$ cat config.mk
export PLATFORM = sky130hd
export DESIGN_NAME = indexed_sequence_store_unit
export DESIGN_NICKNAME = d
export VERILOG_FILES = /design/src/rtl/core/iss_pkg.sv /design/src/rtl/core/iss_front.sv /design/src/rtl/core/iss_queue.sv /design/src/rtl/core/iss_back.sv /design/src/rtl/core/indexed_sequence_store_unit.sv
export SDC_FILE = /design/constraint.sdc
export NUM_CORES = 2
export LEC_CHECK = 0
export CORE_MARGIN = 3
export CORE_UTILIZATION = 65
export DETAILED_ROUTE_END_ITERATION = 10
export DONT_BUFFER_PORTS = 1
export PLACE_DENSITY = 0.78
export SLEW_MARGIN = 40
export SYNTH_ARGS = -nofsm -noshare
export SYNTH_HDL_FRONTEND = slang
export SYNTH_SLANG_ARGS = --single-unit
$ cat constraint.sdc
create_clock -name clk -period 16.8 [get_ports clk]
set_clock_uncertainty 0.15 [all_clocks]
set_input_delay 1.68 -clock clk [delete_from_list [all_inputs] [get_ports clk]]
set_output_delay 1.68 -clock clk [all_outputs]
set_load 0.01 [all_outputs]
$ cat src/rtl/core/iss_pkg.sv
package iss_pkg;

	localparam logic [2:0] RQ_INS_FRONT = 3'd0;
	localparam logic [2:0] RQ_INS_BACK  = 3'd1;
	localparam logic [2:0] RQ_INS_AT    = 3'd2;
	localparam logic [2:0] RQ_REM_FRONT = 3'd3;
	localparam logic [2:0] RQ_REM_BACK  = 3'd4;
	localparam logic [2:0] RQ_REM_AT    = 3'd5;
	localparam logic [2:0] RQ_DUMP      = 3'd6;

	typedef enum logic [2:0] {
		ST_DONE    = 3'd0,
		ST_VALUE   = 3'd1,
		ST_EMPTY   = 3'd2,
		ST_INVALID = 3'd3,
		ST_FULL    = 3'd4
	} status_t;

	typedef enum logic [1:0] {
		K_REPORT = 2'd0,
		K_INS    = 2'd1,
		K_REM    = 2'd2,
		K_DUMP   = 2'd3
	} kind_t;

	typedef struct packed {
		kind_t   kind;
		status_t status;
	} cmd_ctl_t;

endpackage

$ cat src/rtl/core/iss_front.sv
module iss_front #(
	parameter int CAPACITY   = 32,
	parameter int VALUE_BITS = 32,
	parameter int IDXW       = 5,
	parameter int CW         = 6
) (
	input  logic                  clk,
	input  logic                  arst_n,
	input  logic                  in_valid,
	output logic                  in_ready,
	input  logic [2:0]            req_type,
	input  logic [5:0]            position,
	input  logic signed [31:0]    item_value,
	output logic                  cmd_valid,
	input  logic                  cmd_ready,
	output iss_pkg::cmd_ctl_t     cmd_ctl,
	output logic [IDXW-1:0]       cmd_idx,
	output logic [CW-1:0]         cmd_cnt,
	output logic [VALUE_BITS-1:0] cmd_value
);
	import iss_pkg::*;

	localparam int CMPW = (CW > 6) ? CW : 6;

	logic [CW-1:0]   cnt_q;
	logic [CW-1:0]   cnt_nxt;
	logic [CMPW-1:0] cnt_w;
	logic [CMPW-1:0] pos_w;
	logic [CMPW-1:0] at_w;
	logic [63:0]     ext_value;

	assign cnt_w     = CMPW'(cnt_q);
	assign pos_w     = CMPW'(position);
	assign ext_value = {{32{item_value[31]}}, item_value};

	// The front keeps its own copy of the fill count, so every request is
	// classified on arrival and the back only executes.
	always_comb begin
		cmd_ctl.kind   = K_REPORT;
		cmd_ctl.status = ST_INVALID;
		at_w           = '0;
		cnt_nxt        = cnt_q;
		unique case (req_type)
			RQ_INS_FRONT, RQ_INS_BACK, RQ_INS_AT: begin
				priority if (req_type == RQ_INS_FRONT) begin
					at_w = '0;
				end else if (req_type == RQ_INS_BACK) begin
					at_w = cnt_w;
				end else begin
					at_w = pos_w;
				end
				priority if (at_w > cnt_w) begin
					cmd_ctl.status = ST_INVALID;
				end else if (cnt_q == CW'(CAPACITY)) begin
					cmd_ctl.status = ST_FULL;
				end else begin
					cmd_ctl.kind   = K_INS;
					cmd_ctl.status = ST_DONE;
					cnt_nxt        = cnt_q + 1'b1;
				end
			end
			RQ_REM_FRONT, RQ_REM_BACK, RQ_REM_AT: begin
				if (cnt_q == '0) begin
					cmd_ctl.status = ST_EMPTY;
				end else begin
					priority if (req_type == RQ_REM_FRONT) begin
						at_w = '0;
					end else if (req_type == RQ_REM_BACK) begin
						at_w = cnt_w - 1'b1;
					end else begin
						at_w = pos_w;
					end
					if (at_w >= cnt_w) begin
						cmd_ctl.status = ST_INVALID;
					end else begin
						cmd_ctl.kind   = K_REM;
						cmd_ctl.status = ST_VALUE;
						cnt_nxt        = cnt_q - 1'b1;
					end
				end
			end
			RQ_DUMP: begin
				if (cnt_q == '0) begin
					cmd_ctl.status = ST_EMPTY;
				end else begin
					cmd_ctl.kind   = K_DUMP;
					cmd_ctl.status = ST_VALUE;
				end
			end
			default: begin
				cmd_ctl.status = ST_INVALID;
			end
		endcase
	end

	assign in_ready  = cmd_ready;
	assign cmd_valid = in_valid;
	assign cmd_idx   = at_w[IDXW-1:0];
	assign cmd_cnt   = cnt_q;
	assign cmd_value = ext_value[VALUE_BITS-1:0];

	always_ff @(posedge clk or negedge arst_n) begin
		if (!arst_n) begin
			cnt_q <= '0;
		end else if (in_valid && cmd_ready) begin
			cnt_q <= cnt_nxt;
		end
	end

endmodule

$ cat src/rtl/core/iss_queue.sv
module iss_queue #(
	parameter int WIDTH = 8
) (
	input  logic             clk,
	input  logic             arst_n,
	input  logic             push_valid,
	output logic             push_ready,
	input  logic [WIDTH-1:0] push_data,
	output logic             pop_valid,
	input  logic             pop_ready,
	output logic [WIDTH-1:0] pop_data
);
	logic [WIDTH-1:0] slot_q [2];
	logic             wr_ptr_q;
	logic             rd_ptr_q;
	logic [1:0]       fill_q;
	logic             do_push;
	logic             do_pop;

	assign push_ready = (fill_q != 2'd2);
	assign pop_valid  = (fill_q != 2'd0);
	assign pop_data   = slot_q[rd_ptr_q];
	assign do_push    = push_valid && push_ready;
	assign do_pop     = pop_valid && pop_ready;

	always_ff @(posedge clk or negedge arst_n) begin
		if (!arst_n) begin
			wr_ptr_q <= 1'b0;
			rd_ptr_q <= 1'b0;
			fill_q   <= 2'd0;
		end else begin
			if (do_push) begin
				wr_ptr_q <= ~wr_ptr_q;
			end
			if (do_pop) begin
				rd_ptr_q <= ~rd_ptr_q;
			end
			if (do_push && !do_pop) begin
				fill_q <= fill_q + 2'd1;
			end else if (do_pop && !do_push) begin
				fill_q <= fill_q - 2'd1;
			end
		end
	end

	always_ff @(posedge clk) begin
		if (do_push) begin
			slot_q[wr_ptr_q] <= push_data;
		end
	end

endmodule

$ cat src/rtl/core/iss_back.sv
module iss_back #(
	parameter int CAPACITY   = 32,
	parameter int VALUE_BITS = 32,
	parameter int IDXW       = 5,
	parameter int CW         = 6
) (
	input  logic                  clk,
	input  logic                  arst_n,
	input  logic                  cmd_valid,
	output logic                  cmd_ready,
	input  iss_pkg::cmd_ctl_t     cmd_ctl,
	input  logic [IDXW-1:0]       cmd_idx,
	input  logic [CW-1:0]         cmd_cnt,
	input  logic [VALUE_BITS-1:0] cmd_value,
	output logic                  out_valid,
	input  logic                  out_ready,
	output logic [2:0]            status,
	output logic signed [31:0]    out_value,
	output logic                  last_of_run
);
	import iss_pkg::*;

	logic [VALUE_BITS-1:0] cells_q [CAPACITY];
	logic                  dumping_q;
	logic [IDXW-1:0]       didx_q;
	logic [CW-1:0]         dlen_q;
	logic                  out_valid_q;
	status_t               status_q;
	logic signed [31:0]    out_value_q;
	logic                  last_q;
	logic                  out_free;
	logic                  do_cmd;
	logic [IDXW-1:0]       rd_idx;
	logic [VALUE_BITS-1:0] rd_cell;
	logic [63:0]           rd_wide;
	logic                  dump_last;

	assign out_free  = !out_valid_q || out_ready;
	assign cmd_ready = out_free && !dumping_q;
	assign do_cmd    = cmd_valid && cmd_ready;

	assign rd_idx    = dumping_q ? didx_q : cmd_idx;
	assign rd_cell   = cells_q[rd_idx];
	assign rd_wide   = 64'(rd_cell);
	assign dump_last = ((CW'(didx_q) + 1'b1) == dlen_q);

	always_ff @(posedge clk or negedge arst_n) begin
		if (!arst_n) begin
			out_valid_q <= 1'b0;
			dumping_q   <= 1'b0;
			didx_q      <= '0;
			dlen_q      <= '0;
		end else begin
			if (dumping_q && out_free) begin
				out_valid_q <= 1'b1;
				didx_q      <= didx_q + 1'b1;
				if (dump_last) begin
					dumping_q <= 1'b0;
				end
			end else if (do_cmd) begin
				out_valid_q <= 1'b1;
				if (cmd_ctl.kind == K_DUMP && cmd_cnt != CW'(1)) begin
					dumping_q <= 1'b1;
					didx_q    <= IDXW'(1);
					dlen_q    <= cmd_cnt;
				end
			end else if (out_ready) begin
				out_valid_q <= 1'b0;
			end
		end
	end

	always_ff @(posedge clk) begin
		if (dumping_q && out_free) begin
			status_q    <= ST_VALUE;
			out_value_q <= $signed(rd_wide[31:0]);
			last_q      <= dump_last;
		end else if (do_cmd) begin
			status_q <= cmd_ctl.status;
			unique case (cmd_ctl.kind)
				K_REM: begin
					out_value_q <= $signed(rd_wide[31:0]);
					last_q      <= 1'b1;
				end
				K_DUMP: begin
					out_value_q <= $signed(rd_wide[31:0]);
					last_q      <= (cmd_cnt == CW'(1));
				end
				default: begin
					out_value_q <= '0;
					last_q      <= 1'b1;
				end
			endcase
		end
	end

	// Each cell moves by at most one place per operation.
	always_ff @(posedge clk) begin
		if (do_cmd && cmd_ctl.kind == K_INS) begin
			for (int i = 0; i < CAPACITY; i++) begin
				if (IDXW'(i) == cmd_idx) begin
					cells_q[i] <= cmd_value;
				end else if (i > 0 && IDXW'(i) > cmd_idx) begin
					cells_q[i] <= cells_q[(i > 0) ? i - 1 : 0];
				end
			end
		end else if (do_cmd && cmd_ctl.kind == K_REM) begin
			for (int i = 0; i < CAPACITY - 1; i++) begin
				if (IDXW'(i) >= cmd_idx) begin
					cells_q[i] <= cells_q[i + 1];
				end
			end
		end
	end

	assign out_valid   = out_valid_q;
	assign status      = status_q;
	assign out_value   = out_value_q;
	assign last_of_run = last_q;

endmodule

$ cat src/rtl/core/indexed_sequence_store_unit.sv
// Channel   Transfer when           Payload
// in        in_valid & in_ready     req_type, position, item_value
// out       out_valid & out_ready   status, out_value, last_of_run
//
// Inserts, removals and rejected requests each give one result. A dump of n entries
// gives n results, one per cycle from the cell row when not stalled; the back end
// takes no other request until the dump ends. A result goes through the queue into
// the output register. Reset clears the count; the cell row is not cleared.
// A stalled output holds the back end, and the front stalls once the queue is full.
module indexed_sequence_store_unit #(
	parameter int CAPACITY   = 32,
	parameter int VALUE_BITS = 32
) (
	input  logic               clk,
	input  logic               arst_n,
	input  logic               in_valid,
	output logic               in_ready,
	input  logic [2:0]         req_type,
	input  logic [5:0]         position,
	input  logic signed [31:0] item_value,
	output logic               out_valid,
	input  logic               out_ready,
	output logic [2:0]         status,
	output logic signed [31:0] out_value,
	output logic               last_of_run
);
	import iss_pkg::*;

	localparam int IDXW = (CAPACITY > 2) ? $clog2(CAPACITY) : 1;
	localparam int CW   = $clog2(CAPACITY + 1);
	localparam int CTLW = $bits(cmd_ctl_t);
	localparam int QW   = CTLW + IDXW + CW + VALUE_BITS;

	logic                  f_valid;
	logic                  f_ready;
	cmd_ctl_t              f_ctl;
	logic [IDXW-1:0]       f_idx;
	logic [CW-1:0]         f_cnt;
	logic [VALUE_BITS-1:0] f_value;
	logic [QW-1:0]         q_push_data;
	logic                  b_valid;
	logic                  b_ready;
	logic [QW-1:0]         q_pop_data;
	cmd_ctl_t              b_ctl;
	logic [IDXW-1:0]       b_idx;
	logic [CW-1:0]         b_cnt;
	logic [VALUE_BITS-1:0] b_value;

	iss_front #(
		.CAPACITY  (CAPACITY),
		.VALUE_BITS(VALUE_BITS),
		.IDXW      (IDXW),
		.CW        (CW)
	) u_front (
		.clk       (clk),
		.arst_n    (arst_n),
		.in_valid  (in_valid),
		.in_ready  (in_ready),
		.req_type  (req_type),
		.position  (position),
		.item_value(item_value),
		.cmd_valid (f_valid),
		.cmd_ready (f_ready),
		.cmd_ctl   (f_ctl),
		.cmd_idx   (f_idx),
		.cmd_cnt   (f_cnt),
		.cmd_value (f_value)
	);

	assign q_push_data = {f_ctl, f_idx, f_cnt, f_value};

	iss_queue #(
		.WIDTH(QW)
	) u_queue (
		.clk       (clk),
		.arst_n    (arst_n),
		.push_valid(f_valid),
		.push_ready(f_ready),
		.push_data (q_push_data),
		.pop_valid (b_valid),
		.pop_ready (b_ready),
		.pop_data  (q_pop_data)
	);

	assign b_ctl   = cmd_ctl_t'(q_pop_data[QW-1 -: CTLW]);
	assign b_idx   = q_pop_data[CW + VALUE_BITS + IDXW - 1 -: IDXW];
	assign b_cnt   = q_pop_data[CW + VALUE_BITS - 1 -: CW];
	assign b_value = q_pop_data[VALUE_BITS-1:0];

	iss_back #(
		.CAPACITY  (CAPACITY),
		.VALUE_BITS(VALUE_BITS),
		.IDXW      (IDXW),
		.CW        (CW)
	) u_back (
		.clk        (clk),
		.arst_n     (arst_n),
		.cmd_valid  (b_valid),
		.cmd_ready  (b_ready),
		.cmd_ctl    (b_ctl),
		.cmd_idx    (b_idx),
		.cmd_cnt    (b_cnt),
		.cmd_value  (b_value),
		.out_valid  (out_valid),
		.out_ready  (out_ready),
		.status     (status),
		.out_value  (out_value),
		.last_of_run(last_of_run)
	);

endmodule

; ---- After elaboration in Yosys (flattened, before gate mapping)
; Memory sizes are Yosys's and may differ from the RTL's.
; Index checks and enable logic that the tools add are counted.
[op_classes]
muxes = 453
add_sub_neg = 6
n_shift = 0
n_lt_le_gt_ge = 64
eq_ne = 50
multipliers = 0
n_bitwise = 65
div = 0
reduce_logical = 30
[op_table]
columns = cell, count
row1 = 32-bit two-way mux, 65
row2 = 1-bit two-way mux, 358
row3 = 5-bit equality test (first input constant), 16
row4 = 5-bit > comparator (first input constant), 16
row5 = 5-bit >= comparator (first input constant), 15
row6 = 6-bit two-way mux, 11
row7 = 1-bit bitwise OR, 62
row8 = 4-bit by 5-bit equality test with 1-bit output (first input constant), 8
row9 = 4-bit by 5-bit >= comparator with 1-bit output (first input constant), 8
row10 = 4-bit by 5-bit > comparator with 1-bit output (first input constant), 8
row11 = 5-bit two-way mux, 5
row12 = 3-bit by 5-bit equality test with 1-bit output (first input constant), 4
row13 = 3-bit by 5-bit >= comparator with 1-bit output (first input constant), 4
row14 = 3-bit by 5-bit > comparator with 1-bit output (first input constant), 4
row15 = 2-bit two-way mux, 7
row16 = 6-bit one-hot mux with 2 select lines, 1
row17 = 2-bit by 5-bit equality test with 1-bit output (first input constant), 2
row18 = 1-bit by 5-bit >= comparator with 1-bit output (first input constant), 2
row19 = 2-bit by 5-bit >= comparator with 1-bit output (first input constant), 2
row20 = 2-bit by 5-bit > comparator with 1-bit output (first input constant), 2
row21 = 2-bit inequality test (second input constant), 5
row22 = 5-bit one-hot mux with 2 select lines, 1
row23 = 2-bit nonzero test, 5
row24 = 3-bit equality test (second input constant), 3
row25 = 35 further kinds, 54
[totals]
memories = 2
out_inout_bits = 38
latch_bits = 0
mem_bits_rw = 1120
mem_bits_ro = 0
ff_bits = 59
wordCells = 681
[mem_list]
columns = name, depth, word_bits, read_ports, rd_clocked_by_memory_dff, write_ports, line_no
row1 = u_back.cells_q, 32, 32, 33, 0, 32, iss_back.sv:23  ; logic [VALUE_BITS-1:0] cells_q [CAPACITY];
row2 = u_queue.slot_q, 2, 48, 1, 0, 1, iss_queue.sv:13  ; logic [WIDTH-1:0] slot_q [2];

; ---- Longest topological paths before layout
[depth]
ltp_word = 9
mapped_depth = 12

; ---- By module
; Synthesis repeated with hierarchy kept, for this count alone.
[hier_totals]
hier_cells = 6607
area_unflattened_um2 = 68212.9
[by_module_without_submodules]
columns = module, cells_each, area_per_inst_um2, instances, seq_area_each_um2
row1 = iss_back, 6250, 63039.2, 1, 32125.8
row2 = iss_queue, 167, 3703.6, 1, 2982.9
row3 = iss_front, 190, 1470.2, 1, 150.1

; ---- Worst setup path before layout
; Ideal clock, no wire load.
[synth_timing]
path_kind = input-to-reg
startpoint = in out_ready
endpoint = mem u_back.cells_q[24][0], enable pin
n_path_buf = 1
path_slack_ns = 10.141
path_stages = 7
arrival_time_ns = 6.084
cell_sequence = nand2b_1 -> o2111ai_4 -> inv_2 -> buf_4 -> nor2_1 -> a21oi_1 -> nor2b_1
[synth_rtl]
columns = element, line_no
row1 = "start, declared", indexed_sequence_store_unit.sv:22  ; input logic out_ready,
row2 = "end, declared", iss_back.sv:23

==> results by group <==
Clocking
  – Worst-Skew Late Latency: between 0.7 and 0.8 ns
  – CTS Buffer Depth: 3
  – Clk slew on worst S/H paths: 0.06 ns
  – Cts bufs inserted: 121
  – Setup bufs post-CTS: 0
  – PostCTS Resize Cnt: 0
  – Hold buffer count at CTS: 0
  – Clock root buffer: clkbuf_16
  – H-tree levels: 3
  – CTS Sinks: about 1,200
  – TritonCTS clock tree: built

Place
  – GP Congestion: 0.937
  – Dpl hpwl: 135,000 um
  – Count of input and output buffers: 0
  – Worst slack at placement: just over 10 ns
  – Placed Cells: slightly above 7,000

Die
  – Core area: between 100,000 and 150,000 sq um
  – Die Span Y: 325 um
  – Number of cell rows: between 100 and 150
  – Die area: about 110,000 sq um
  – I/O pin count: 83
  – Initial Util: 65.8%
  – Die W: around 320 um

Setup path
  – Critical path launch point type: primary input
  – Crit path max-delay cell type: buf_4
  – CP Class: primary input to flip-flop
  – Crit path DAT: roughly 6.6 ns
  – Worst setup EP type: flip-flop
  – Critical path peak fanout: about 130
  – WP data required: about 17 ns
  – Worst path bufs/invs: 5
  – Critical path's largest stage delay: approximately 0.75 ns
  – Reg-to-reg slack, setup: ~11 ns
  – Cell mode on critical path: buf_4
  – CP delay by family, top: buffers and inverters
  – Crit-path cells: nor2b_1 > nor3_1 > nand2_1 > nor2_4 > buf_12 > buf_16 > buf_6 > buf_4 > buf_4 > a22oi_1 > o21ai_0

Synth
  – Async S/R FF share, synth: roughly 2.0%
  – Mapped cell area: roughly 66,000 sq um
  – Register area share after synthesis: between 50% and 60%
  – Distinct cells, synth: 82
  – Synthesized area per cell: roughly 11 sq um
  – Mapped Cells: slightly above 6,000
  – Synth Net Count: between 6,000 and 7,000
  – Post-synth EDFFs: 1,153
  – Ys flop type: edfxtp_1
  – Synth Register Bits: roughly 1,200
  – Yosys warning count: 0

STA
  – Final setup viols: 0
  – RSZ-0062 raised after global routing: no
  – Post-route setup slack: 10.63 ns
  – F_max: about 0.16 GHz
  – Min cycle time layout: 6.17 ns
  – Tcrit/Tclk final: 36.7%
  – Slew headroom: about a third
  – Worst slew pin tran: about 0.99 ns
  – Setup TNS: 0 ns
  – Final hold vios: 0
  – Max Slew Vio Count: 0

Routing
  – Vias per Instance: roughly 7.5
  – WL per Instance: ~31 um
  – ANT nets after route: 0
  – Detailed Route WL: 232,000 um
  – First drt pass iteration count: 10
  – Initial DRC count: between 10,000 and 15,000
  – Via count: about 55,000
  – # DRC: 0

Power
  – Power density over the cells: roughly 110 nW/um^2
  – Leakage power total: roughly 23 nW
  – Worst VDD drop: ~100 uV

GRT
  – Vias in the first global route: a little over 50,000
  – GRT Overall Usage: between 40% and 50%
  – Antenna violations before repair: 13
  – Total grt overflow: 0
  – Largest net degree at the start of global routing: approximately 230
  – First-pass GRT wire length: roughly 340,000 um

Run status
  – Status: finished clean

Final layout
  – Filler cell count: approximately 6,900
  – Area Overhead vs Synth: 8.29%
  – Final Core Density: around 70%
  – Reg area: about 35,000 sq um
  – Multi-input logic area: between 20,000 and 30,000 sq um
  – Layout cells sized above 1: roughly 12%
  – Post-route non-filler standard cell count: between 7,000 and 8,000
  – Nets: 5,975

Run
  – # Max-Cap Violations: 0

Worst hold path
  – Hold WC Path Type: flip-flop to flip-flop
final timing paths:
check / depth (start not counted) / start / endpoint
setup / recovery: 11 / out_ready / u_back.cells_q[15][12]
hold / removal: 2 / u_back.dlen_q[2] / u_back.dlen_q[2]
setup reg to reg: 12 / u_queue.rd_ptr_q / u_back.cells_q[15][12]
hold reg to reg: 2 / u_back.dlen_q[2] / u_back.dlen_q[2]
max in group asynchronous: 0 / arst_n / u_queue.rd_ptr_q
min in group asynchronous: 0 / arst_n / u_front.cmd_cnt[1]
cells by family after synthesis:
kind of cell / synth area share (%)
AO/OA/AOI/OAI: 16.0
AND/OR/NAND/NOR: 11.1
flip-flops: 53.5
multiplexers: 14.9
buffers and inverters: 3.98
XOR/XNOR: 0.266
adder cells (fa/ha/maj): 0.304
state kept, by name (all words and copies together) (netlist names):
name / flops
u_back.dumping_q: 1
u_back.status: 3
u_back.out_valid: 1
u_queue.rd_ptr_q: 1
u_front.cmd_cnt: 6
u_queue.slot_q: 96
u_back.dlen_q: 6
u_back.didx_q: 5
u_back.last_of_run: 1
u_queue.fill_q: 2
u_back.cells_q: 1024
u_back.out_value: 32
u_queue.wr_ptr_q: 1
worst reg2reg max path, cell delays in order (launching register included):
cell and delay, ns:
dfrtp_4 0.75, buf_12 0.31, and3b_1 0.24, a31oi_2 0.50, nor3_1 0.20, nor2_4 0.16, buf_12 0.32, buf_16 0.50
buf_6 0.64, buf_4 0.86, buf_4 0.80, a22oi_1 0.22, o21ai_0 0.14
final cells by class:
type / instances / share of cell area [%]
Multi-Input combinational cell: 4437 / 40.4
Inverter: 14 / 0.0736
Timing Repair Buffer: 161 / 2.24
Sequential cell: 1179 / 49.4
Clock inverter: 75 / 0.950
Tap cell: 1357 / 2.38
Clock buffer: 151 / 4.59
Antenna cell: 9 / 0.0315
cell usage after synthesis, types with 5 or more instances:
master,number,share of area (%)
nand3_1,24,0.18
inv_1,13,0.074
a21oi_1,676,5.1
mux4_2,248,8.5
ha_1,16,0.30
nand4_1,39,0.37
xnor2_1,14,0.19
xor2_1,6,0.080
o21ai_1,37,0.28
a22o_1,16,0.21
nor2_1,684,3.9
a32oi_1,65,0.86
a21o_1,5,0.057
mux2_2,40,0.68
or2_2,7,0.066
o21ai_0,866,6.6
buf_2,158,1.2
nand2_1,1022,5.8
clkbuf_1,395,2.2
o21bai_1,5,0.057
a22oi_1,99,1.1
nor3_1,16,0.12
a211oi_1,6,0.068
and2_1,7,0.066
nand2b_1,11,0.10
buf_1,19,0.11
dfrtp_1,23,0.87
mux2i_1,376,5.7
nor2b_1,10,0.095
buf_6,9,0.15
edfxtp_1,1153,52
buf_4,17,0.19
o21ai_2,5,0.066
o221ai_1,53,0.70
layer usage:
| metal | wire length (um) | GRT usage (%) | vias up |
|---|---|---|---|
| li1 | - | - | 22500 |
| met1 | 77200 | 56.7 | 26000 |
| met2 | 97700 | 61.3 | 5448 |
| met3 | 39400 | 15.5 | 1184 |
| met4 | 17500 | 26.7 | 8 |
| met5 | 62 | 0 | - |
stage by stage:
step | instance area [sq um] | power, mW | hold slack, ns
6_report | 71400 | 7.82 | 0.367
5_1_grt | 71400 | 8.01 | 0.386
4_1_cts | 71200 | 7.75 | 0.362
3_5_place_dp | 67300 | 5.06 | 0.352
3_3_place_gp | 66800 | 5.00 | 0.331
2_1_floorplan | 66000 | 4.55 | 0.290
power breakdown:
part	switching (mW)	internal, mW
sequential	0.118	3.41
clock	1.19	1.57
combinational	0.994	0.547
total	2.30	5.52
layout by cell type (no fill, tap or decap), types with 10 or more instances in the layout:
cell type     n
nand2_1    1016
nand3_1      18
nand4_1      39
nor3_1       12
nand2b_1     10
o221ai_1     53
nor2_4       15
a22oi_1      99
edfxtp_1   1153
buf_8        10
o21ai_1      35
mux2i_2      15
xnor2_1      14
ha_1         16
dfrtp_1      22
nor2_1      669
buf_6        17
o21ai_0     861
a21oi_4      13
a21oi_1     665
mux2_2       39
buf_4       114
bufinv_16    13
clkbuf_16   126
mux4_2      248
a32oi_1      65
a22o_1       16
o21ai_4      11
inv_1        12
clkbuf_1     22
clkinv_2     26
mux2i_1     355
clkinv_1     33
No activity file was read; power rests on OpenSTA's default activity.
